`config.mk`:
```
export PLATFORM = sky130hd
export DESIGN_NAME = udp_receive_port_filter_core
export DESIGN_NICKNAME = d
export VERILOG_FILES = /design/src/rtl/udprf_pkg.sv /design/src/rtl/udp_receive_port_filter_core.sv /design/src/rtl/udprf_cell.sv
export VERILOG_INCLUDE_DIRS = /design/src /design/src/rtl
export SDC_FILE = /design/constraint.sdc
export NUM_CORES = 2
export LEC_CHECK = 0
export BUFFER_PORTS_ARGS = -buffer_cell sky130_fd_sc_hd__buf_2
export CAP_MARGIN = 15
export CORE_MARGIN = 1
export CORE_UTILIZATION = 42
export CTS_CLUSTER_SIZE = 25
export DETAILED_ROUTE_END_ITERATION = 16
export PLACE_DENSITY = 0.59
export RECOVER_POWER = 50
export SLEW_MARGIN = 20
export SYNTH_ARGS = -nofsm -noshare
export SYNTH_HDL_FRONTEND = slang
export SYNTH_SLANG_ARGS = --single-unit
```
`constraint.sdc`:
```
create_clock -name clk -period 5.5 [get_ports clk]
set_input_delay 0.275 -clock clk [delete_from_list [all_inputs] [get_ports clk]]
set_output_delay 0.275 -clock clk [all_outputs]
set_load 0.01 [all_outputs]
```
`src/rtl/udp_receive_port_filter_core_defines.svh`:
```
// Assertion macros for the UDP receive port filter.
`ifndef UDP_RECEIVE_PORT_FILTER_CORE_DEFINES_SVH
`define UDP_RECEIVE_PORT_FILTER_CORE_DEFINES_SVH

`ifndef SYNTHESIS
// Same-cycle implication: whenever a holds, c holds too.
`define UDPRF_ASSERT_IMPL(label, clk, rst_n, a, c) \
    label: assert property (@(posedge clk) disable iff (!rst_n) (a) |-> (c)) \
        else $error("udprf assertion failed");
// Next-cycle implication: whenever a holds, c holds in the following cycle.
`define UDPRF_ASSERT_NEXT(label, clk, rst_n, a, c) \
    label: assert property (@(posedge clk) disable iff (!rst_n) (a) |=> (c)) \
        else $error("udprf assertion failed");
`else
`define UDPRF_ASSERT_IMPL(label, clk, rst_n, a, c)
`define UDPRF_ASSERT_NEXT(label, clk, rst_n, a, c)
`endif

`endif

```
`src/rtl/udprf_pkg.sv`:
```
package udprf_pkg;

    // Table size and the widths that follow from it
    localparam int TABLE_ENTRIES = 16;
    localparam int IDX_W         = (TABLE_ENTRIES > 1) ? $clog2(TABLE_ENTRIES) : 1;
    localparam int CNT_W         = $clog2(TABLE_ENTRIES + 1);
    localparam int SLOT_W        = 4;

    // APB-style register port
    localparam int ADDR_W        = 3;
    localparam int DATA_W        = 32;
    localparam logic REG_OWN_IP  = 1'b0;

    localparam logic       CMD_REGISTER = 1'b0;
    localparam logic       CMD_CLASSIFY = 1'b1;
    localparam logic [7:0] PROTO_UDP    = 8'd17;
    localparam logic [15:0] UDP_HDR_LEN = 16'd8;

    typedef enum logic [2:0] {
        ST_REGISTERED = 3'd0,
        ST_FULL       = 3'd1,
        ST_DELIVERED  = 3'd2,
        ST_DROPPED    = 3'd3,
        ST_LEN_ERROR  = 3'd4
    } status_t;

    typedef struct packed {
        logic        command;
        logic [7:0]  ip_protocol;
        logic [31:0] src_ip;
        logic [31:0] dest_ip;
        logic [15:0] dst_port;
        logic [15:0] udp_length;
        logic [7:0]  handler_tag;
    } req_t;

    typedef struct packed {
        status_t           status;
        logic [SLOT_W-1:0] slot;
        logic [7:0]        matched_tag;
        logic [15:0]       payload_length;
    } res_t;

    // Lookup token handed from cell to cell
    typedef struct packed {
        logic [IDX_W-1:0] idx;
        logic [CNT_W-1:0] count;
        logic [31:0]      ip;
        logic [15:0]      port;
        logic             hit;
        logic [IDX_W-1:0] hit_idx;
        logic [7:0]       tag;
    } probe_t;

    // Entry write bundle
    typedef struct packed {
        logic        en;
        logic [31:0] ip;
        logic [15:0] port;
        logic [7:0]  tag;
    } entry_wr_t;

endpackage

```
`src/rtl/udp_receive_port_filter_core.sv`:
```
// UDP receive port filter. A request either registers a filter entry
// (destination IP, port, handler tag) in the next free slot, or classifies
// the header of a received frame. Frames that are not UDP or that come from
// own_ip (register at byte address 0) are dropped at once; otherwise a lookup
// token walks a row of TABLE_ENTRIES cells, one cell per clock, and the lowest
// live entry with equal IP and port claims it. Register requests and early
// drops go from acceptance through the pending register to the output
// register; a table lookup first passes every cell register of the row.
// One request is in flight at a time, but a finished result sits in
// the output register so the next request can be taken while it waits.
// There is no clearing pass; unwritten entries are never consulted.
`include "udp_receive_port_filter_core_defines.svh"

module udp_receive_port_filter_core (
    input  logic                          clk,
    input  logic                          rst_n,
    // request channel
    input  logic                          req_valid,
    output logic                          req_ready,
    input  udprf_pkg::req_t               req_data,
    // result channel
    output logic                          res_valid,
    input  logic                          res_ready,
    output udprf_pkg::res_t               res_data,
    // register port
    input  logic                          psel,
    input  logic                          penable,
    input  logic                          pwrite,
    input  logic [udprf_pkg::ADDR_W-1:0]  paddr,
    input  logic [udprf_pkg::DATA_W-1:0]  pwdata,
    output logic [udprf_pkg::DATA_W-1:0]  prdata,
    output logic                          pready
);

    localparam int N     = udprf_pkg::TABLE_ENTRIES;
    localparam int CNT_W = udprf_pkg::CNT_W;

    typedef enum logic [2:0] {
        S_IDLE = 3'b001,   // ready for a request
        S_BUSY = 3'b010,   // token travelling down the cell row
        S_HOLD = 3'b100    // result ready, waiting for the output register
    } state_t;

    state_t                state_reg, state_next;
    logic [CNT_W-1:0]      count_reg, count_next;
    logic [31:0]           own_ip_reg, own_ip_next;
    logic [15:0]           ulen_reg, ulen_next;
    udprf_pkg::res_t       pend_reg, pend_next;
    udprf_pkg::res_t       res_reg, res_next;
    logic                  res_valid_reg, res_valid_next;

    logic                  accept;
    logic                  cfg_wr;
    logic                  is_register;
    logic                  table_full;
    logic                  frame_ok;
    logic                  inject_valid;
    udprf_pkg::probe_t     inject;
    udprf_pkg::res_t       lookup_res;

    logic                  probe_valid_w [0:N];
    udprf_pkg::probe_t     probe_w       [0:N];

    // ---------------------------------------------------------------
    // Register port: own_ip only, no wait states
    // ---------------------------------------------------------------
    assign pready = 1'b1;
    assign cfg_wr = psel && penable && pwrite && pready
                 && (paddr[udprf_pkg::ADDR_W-1:2] == udprf_pkg::REG_OWN_IP);

    always_comb
    begin
        if (paddr[udprf_pkg::ADDR_W-1:2] == udprf_pkg::REG_OWN_IP)
            prdata = own_ip_reg;
        else
            prdata = '0;
    end

    assign own_ip_next = cfg_wr ? pwdata : own_ip_reg;

    // ---------------------------------------------------------------
    // Request decode
    // ---------------------------------------------------------------
    assign req_ready    = (state_reg == S_IDLE);
    assign accept       = req_valid && req_ready;
    assign is_register  = (req_data.command == udprf_pkg::CMD_REGISTER);
    assign table_full   = (count_reg >= CNT_W'(N));
    assign frame_ok     = (req_data.ip_protocol == udprf_pkg::PROTO_UDP)
                       && (req_data.src_ip != own_ip_reg);
    assign inject_valid = accept && !is_register && frame_ok;

    always_comb
    begin
        inject         = '0;
        inject.count   = count_reg;
        inject.ip      = req_data.dest_ip;
        inject.port    = req_data.dst_port;
    end

    assign probe_valid_w[0] = inject_valid;
    assign probe_w[0]       = inject;

    // ---------------------------------------------------------------
    // Cell row: one entry per cell, the token shifts one cell a clock
    // ---------------------------------------------------------------
    for (genvar i = 0; i < N; i++)
    begin : g_cell
        udprf_pkg::entry_wr_t wr;

        always_comb
        begin
            wr.en   = accept && is_register && !table_full
                   && (count_reg == CNT_W'(i));
            wr.ip   = req_data.dest_ip;
            wr.port = req_data.dst_port;
            wr.tag  = req_data.handler_tag;
        end

        udprf_cell u_cell (
            .clk             (clk),
            .rst_n           (rst_n),
            .wr              (wr),
            .probe_in_valid  (probe_valid_w[i]),
            .probe_in        (probe_w[i]),
            .probe_out_valid (probe_valid_w[i+1]),
            .probe_out       (probe_w[i+1])
        );
    end

    // Turn the token leaving the last cell into a result
    always_comb
    begin
        lookup_res = '0;
        lookup_res.status = udprf_pkg::ST_DROPPED;
        if (probe_w[N].hit)
        begin
            lookup_res.slot        = udprf_pkg::SLOT_W'(probe_w[N].hit_idx);
            lookup_res.matched_tag = probe_w[N].tag;
            if (ulen_reg < udprf_pkg::UDP_HDR_LEN)
            begin
                lookup_res.status = udprf_pkg::ST_LEN_ERROR;
            end
            else
            begin
                lookup_res.status         = udprf_pkg::ST_DELIVERED;
                lookup_res.payload_length = ulen_reg - udprf_pkg::UDP_HDR_LEN;
            end
        end
    end

    // ---------------------------------------------------------------
    // Control
    // ---------------------------------------------------------------
    always_comb
    begin
        state_next     = state_reg;
        count_next     = count_reg;
        ulen_next      = ulen_reg;
        pend_next      = pend_reg;
        res_next       = res_reg;
        res_valid_next = res_valid_reg;

        if (res_valid_reg && res_ready)
            res_valid_next = 1'b0;

        unique case (state_reg)
            S_IDLE:
            begin
                if (accept)
                begin
                    pend_next = '0;
                    if (is_register)
                    begin
                        if (table_full)
                        begin
                            pend_next.status = udprf_pkg::ST_FULL;
                        end
                        else
                        begin
                            pend_next.status = udprf_pkg::ST_REGISTERED;
                            pend_next.slot   = udprf_pkg::SLOT_W'(count_reg);
                            count_next       = count_reg + CNT_W'(1);
                        end
                        state_next = S_HOLD;
                    end
                    else if (!frame_ok)
                    begin
                        pend_next.status = udprf_pkg::ST_DROPPED;
                        state_next       = S_HOLD;
                    end
                    else
                    begin
                        ulen_next  = req_data.udp_length;
                        state_next = S_BUSY;
                    end
                end
            end
            S_BUSY:
            begin
                if (probe_valid_w[N])
                begin
                    pend_next  = lookup_res;
                    state_next = S_HOLD;
                end
            end
            S_HOLD:
            begin
                if (!res_valid_reg || res_ready)
                begin
                    res_next       = pend_reg;
                    res_valid_next = 1'b1;
                    state_next     = S_IDLE;
                end
            end
            default:
            begin
                state_next = S_IDLE;
            end
        endcase
    end

    always_ff @(posedge clk or negedge rst_n)
    begin
        if (!rst_n)
        begin
            state_reg     <= S_IDLE;
            count_reg     <= '0;
            own_ip_reg    <= '0;
            res_valid_reg <= 1'b0;
        end
        else
        begin
            state_reg     <= state_next;
            count_reg     <= count_next;
            own_ip_reg    <= own_ip_next;
            res_valid_reg <= res_valid_next;
        end
    end

    always_ff @(posedge clk)
    begin
        ulen_reg <= ulen_next;
        pend_reg <= pend_next;
        res_reg  <= res_next;
    end

    assign res_valid = res_valid_reg;
    assign res_data  = res_reg;

    // ---------------------------------------------------------------
    // Assertions
    // ---------------------------------------------------------------
    // The fill count never passes the table size
    `UDPRF_ASSERT_IMPL(a_count_bound, clk, rst_n, 1'b1, count_reg <= CNT_W'(N))
    // A token only leaves the row while a lookup is outstanding
    `UDPRF_ASSERT_IMPL(a_token_busy, clk, rst_n, probe_valid_w[N], state_reg == S_BUSY)
    // A register request with room advances the fill count by one
    `UDPRF_ASSERT_NEXT(a_count_step, clk, rst_n, accept && is_register && !table_full,
        count_reg == $past(count_reg) + CNT_W'(1))

endmodule

```
`src/rtl/udprf_cell.sv`:
```
module udprf_cell (
    input  logic                clk,
    input  logic                rst_n,
    input  udprf_pkg::entry_wr_t wr,
    input  logic                probe_in_valid,
    input  udprf_pkg::probe_t   probe_in,
    output logic                probe_out_valid,
    output udprf_pkg::probe_t   probe_out
);

    logic [31:0]       entry_ip_reg;
    logic [15:0]       entry_port_reg;
    logic [7:0]        entry_tag_reg;
    logic              valid_reg;
    logic              valid_next;
    udprf_pkg::probe_t probe_reg;
    udprf_pkg::probe_t probe_next;
    logic              match;

    // Only the first live entry that matches claims the token
    assign match = !probe_in.hit
                 && (udprf_pkg::CNT_W'(probe_in.idx) < probe_in.count)
                 && (probe_in.ip == entry_ip_reg)
                 && (probe_in.port == entry_port_reg);

    always_comb
    begin
        valid_next         = probe_in_valid;
        probe_next         = probe_in;
        probe_next.idx     = probe_in.idx + udprf_pkg::IDX_W'(1);
        if (match)
        begin
            probe_next.hit     = 1'b1;
            probe_next.hit_idx = probe_in.idx;
            probe_next.tag     = entry_tag_reg;
        end
    end

    always_ff @(posedge clk or negedge rst_n)
    begin
        if (!rst_n)
        begin
            valid_reg <= 1'b0;
        end
        else
        begin
            valid_reg <= valid_next;
        end
    end

    always_ff @(posedge clk)
    begin
        probe_reg <= probe_next;
        if (wr.en)
        begin
            entry_ip_reg   <= wr.ip;
            entry_port_reg <= wr.port;
            entry_tag_reg  <= wr.tag;
        end
    end

    assign probe_out_valid = valid_reg;
    assign probe_out       = probe_reg;

endmodule

```
# == After elaboration in Yosys (flattened, before gate mapping) ==
# Cells that the tools add are included.
# totals
reg_bits,2034
inputBits,155
output_inout_bits,66
# classes
n_addsub,2
magnitude_cmp,18
eq_ne,55
mux,37
n_bitwise,3
n_reduce_logical,98
# op_table
op,n
equality test 32 bit,16
equality test 16 bit,16
2-to-1 mux 8 bit,15
2-to-1 mux 31 bit,3
logical AND 1 bit,73
case mux 31 bit (2 select lines),1
equality test 5 x 4 -> 1 bit (second input constant),8
< comparator 4 x 5 -> 1 bit (first input constant),8
2-to-1 mux 32 bit,1
!= test 32 bit,1
2-to-1 mux 3 bit,7
equality test 5 x 3 -> 1 bit (second input constant),4
< comparator 3 x 5 -> 1 bit (first input constant),4
zero test 1 bit,17
< comparator 16 x 4 -> 1 bit (second input constant),1
2-to-1 mux 16 bit,1
subtractor 16 x 4 -> 16 bit (second input constant),1
2-to-1 mux 13 bit,1
equality test 5 x 2 -> 1 bit (second input constant),2
< comparator 1 x 5 -> 1 bit (first input constant),2
< comparator 2 x 5 -> 1 bit (first input constant),2
case mux 3 bit (3 select lines),1
equality test 8 x 5 -> 1 bit (second input constant),1
2-to-1 mux 4 bit,2
other kinds (17),25

# == Longest topological paths before layout ==
# logic_depth
ltp_word,6
ltp_mapped,8
mapped_depth_nobuf,6

# == Hierarchy ==
# A second synthesis with hierarchy kept.
# hier_totals
hier_cells,3967
area_unflattened_um2,68720.9
# by_module_without_submodules
mod,n_inst,cells_per_inst,area_per_inst_um2,seq_area_each_um2
udprf_cell at g_cell[14].u_cell ...,9,224,3973.8,3108.0
udprf_cell at g_cell[0].u_cell ...,6,223,3971.3,3108.0
udp_receive_port_filter_core,1,386,5195.0,3369.5
udprf_cell at g_cell[9].u_cell,1,227,3933.8,3108.0

# == Least setup slack after synthesis ==
# No wires, ideal clock.
# synth_timing
path_kind,register -> register
startpoint,reg state_reg[0]
endpoint,"reg g_cell[7].u_cell.entry_ip_reg[0], enable pin"
setup_time_ns,0.470
arrival_time_ns,4.285
setup_slack_ns,0.745
stages_incl_launch_ff,6
path_buffers,0
period_less_slack_ns,4.755
path_cell_list,dfstp_2 nor3b_1 nand2_1 nor3_1 nand2_1 nor2_1
# synth_rtl
item,line_no,text
start: declaration,udp_receive_port_filter_core.sv:44,"state_t state_reg, state_next;"
start signal: assignment,udp_receive_port_filter_core.sv:233,state_reg <= state_next;
end signal: assignment,udprf_cell.sv:56,entry_ip_reg <= wr.ip;
end: declaration,udprf_cell.sv:11,logic [31:0] entry_ip_reg;

==> impl_metrics.csv <==
group,metric,value,unit
outcome,failed_checks,"capacitance limit, slew limit",
setup_path,cp_max_fo,22,
clocking,htree_levels,4,
clocking,cts_buffers,194,
logic_synthesis,synth_warnings,0,
pwr,clkPwrFrac,43.7,%
clocking,post-cts-setup-buffers,0,
pwr,switching_share,20.8,%
timing,clock.fmax,259,MHz
setup_path,worstPathRequired,5.95,ns
logic_synthesis,ys_seq_area_share,79.8,%
min_path,min_path_cells,4,
cells_and_area,layout_commonest_cell,"dfxtp_1",
placed_design,port-buffer-count,217,
cells_and_area,fill_cells,12470,
global_routing,grt_pass1_vias,31356,
detailed_routing,antenna_left,0,
pwr,comb_power_share,3.1,%
logic_synthesis,synth_edf_count,974,
logic_synthesis,ys_seq_elements,2015,
setup_path,crit_path_end_kind,"register",
clocking,cts.sinks,2015,
logic_synthesis,netlist_instances,3708,
timing,period_minus_slack,3.86,ns
setup_path,reg2regPathDepth,6,
clocking,clk_path_buf_depth,3,
cells_and_area,largest_reg_flops,984,
logic_synthesis,synthArstFlopShare,2.83,%
cells_and_area,layout.area.seq,50400,µm²
logic_synthesis,synth.distinct_cells,71,
timing,hold_slack,0.125,ns
die,initial_core_util,42.5,%
pwr,seqPwrFrac,53.1,%
die,dieWidth,390,µm
setup_path,critPathKind,"register to register",
logic_synthesis,synthFlopType,"dfxtp_1",
clocking,clk_pin_slew,0.06,ns
die,fp.dieArea,152000,µm²
detailed_routing,viasPerCell,4.89,
logic_synthesis,synth_area,63200,µm²
global_routing,grt.total_usage,21.4,%
die,fp-row-count,141,
timing,maxSlewViolCount,893,
detailed_routing,drc,0,
timing,period_share,70.1,%
cells_and_area,final_cell_mix,"dfxtp_1, edfxtp_1, xnor2_1",
detailed_routing,wl,163000,µm
timing,setup_tns,0,ns
cells_and_area,area_growth_syn_to_layout,18.1,%
detailed_routing,drt_pass1_iterations,5,
clocking,worstSkewPairLatency,0.79,ns
global_routing,grt_max_degree,58,
timing,hold_viol_final,0,
logic_synthesis,yosys.area.top_type_share,46.3,%
pwr,vdd_drop_max,0.000317,V
logic_synthesis,yosysTopAreaCell,"edfxtp_1",
setup_path,cp.arrival,4.31,ns
die,ios,221,
timing,setup_viol,0,
cells_and_area,final_layout_size_suffix_gt1_share,16.0,%
global_routing,grt_pass1_wl,229000,µm
global_routing,grt_overflow,0,
timing,slew_headroom,-112,%
outcome,outcome,"finished, violations left",
detailed_routing,avgRoutedWirePerCell,25.4,µm
clocking,cts_tree,"built",
timing,skew,0.0249,ns
pwr,p_per_area,414,nW/µm²
clocking,clockRootBuffer,"clkbuf_16",
pwr,switchingPower,0.00641,W
cells_and_area,multiInputGateArea,12300,µm²
placed_design,dp_hpwl,111000,µm
detailed_routing,dr_total_vias,31421,
timing,worst_pin_slew,3.17,ns
job,cap_viol_max_count,46,
placed_design,gp_congestion,0.855,
setup_path,critPathLaunchType,"register",
logic_synthesis,synth.avg_cell_area,17.0,µm²
die,dieHeight,390,µm
cells_and_area,nNetsFinal,4417,
logic_synthesis,ys_top_cells_by_area,"edfxtp_1, dfxtp_1, xnor2_1",
logic_synthesis,synth_nets,3869,
timing,rsz0062_at_grt,"false",
pwr,leakagePower,27.3,nW
clocking,cts_resized,0,
min_path,hold_class,"primary input to register",
pwr,p_int,0.0245,W
die,core_area,149000,µm²
global_routing,antenna_found_initial,25,
detailed_routing,first_iter_violations,3100,
## layer usage
layer	vias up	global-route usage, %	wire (µm)
li1	14364	-	-
met1	15756	28.7	69500
met2	1084	36.3	79500
met3	217	3.26	10000
met4	0	6.00	3960
met5	-	0	0
## worst max-delay path, cell delays in order, from the launching register on
cell and delay (ns):
dfstp_2 0.55, nor3b_1 0.27, nand2_1 0.25, nor3_1 0.78, nand2_1 0.56, nor2_4 0.66, buf_4 0.42
## path summary, 6_finish.rpt
check / endpoint / slack (ns) / startpoint
max: g_cell[1].u_cell.entry_ip_reg[12] / 1.64 / state_reg[0]
min: g_cell[0].u_cell.probe_out_valid / 0.12 / req_data[105]
max reg2reg: g_cell[1].u_cell.entry_ip_reg[12] / 1.64 / state_reg[0]
min reg2reg: g_cell[11].u_cell.probe_out[61] / 0.33 / g_cell[10].u_cell.probe_out[61]
max in group asynchronous: g_cell[1].u_cell.probe_out_valid / 2.52 / rst_n
min in group asynchronous: own_ip_reg[14] / 1.18 / rst_n
## through the flow
stage | instances | power (W) | utilization, % | setup slack, ns | instance area, µm²
finish | 6427 | 0.0309 | 50.2 | 1.64 | 74600
global route | 6425 | 0.0318 | 50.2 | 1.37 | 74600
CTS | 6425 | 0.0311 | 50.4 | 1.64 | 74800
detailed placement | 5973 | 0.0177 | 45.3 | 1.68 | 67300
global placement | 5972 | 0.0177 | 45.3 | 1.78 | 67300
floorplan | 3708 | 0.0170 | - | 0.745 | 63200
## layout make-up
class / instances / area share, %
Sequential cell: 2015 / 67.5
Antenna cell: 2 / 0.00671
Tap cell: 2002 / 3.36
Clock inverter: 80 / 1.19
Multi-Input combinational cell: 1539 / 16.5
Inverter: 127 / 0.639
Clock buffer: 283 / 7.64
Timing Repair Buffer: 379 / 3.10
## power groups by stage
stage	combinational (W)	clock, W	sequential, W
3_5_place_dp	0.000938	0	0.0167
4_1_cts	0.000994	0.0137	0.0164
5_1_grt	0.00103	0.0143	0.0165
3_3_place_gp	0.000934	0	0.0167
6_report	0.000964	0.0135	0.0164
2_1_floorplan	0.000405	0	0.0166
## cell families (layout without fill, tap and decap cells)
logic type / count (synthesis) / count (layout) / share of synthesized area [%]
DFF: 2015 / 2015 / 79.8
buffers and inverters: 154 / 869 / 0.941
muxes: 153 / 153 / 2.76
AOI/OAI and AO/OA: 147 / 147 / 1.79
other: 1 / 3 / 0.00594
adders and majority gates: 6 / 6 / 0.119
and+or+nand+nor: 539 / 539 / 5.01
xor gates and xnor gates: 693 / 693 / 9.61
## synthesized netlist by cell type, types with 3 or more instances
master	n
nor2b_1	47
nand3_1	17
nand2_1	34
edfxtp_1	974
and2_1	22
clkbuf_1	20
or4_1	12
nand2b_1	52
xor2_1	345
mux2_4	5
dfxtp_1	984
nor4_1	115
inv_1	127
a222oi_1	8
ha_1	6
o221ai_1	4
a22oi_1	3
nand4_1	114
a21o_1	3
a221oi_1	11
nor2_1	57
o2bb2ai_1	17
o21ai_0	8
buf_2	4
a22o_1	8
or2b_1	4
mux2_2	147
or3_1	4
o22ai_1	35
xnor2_1	348
nor4b_1	3
nand3b_1	4
o2111ai_1	4
a21oi_1	14
a2111oi_0	8
nor3_1	20
or2_2	14
dfrtp_1	56
and3_1	9
a2bb2oi_1	4
## repair_timing
action | CTS | global route
hold buffers | 89 | 0
endpoints found under the setup margin | 0 | 0
endpoints found under the hold margin | 298 | 0
No activity file was read; power rests on OpenSTA's default activity.
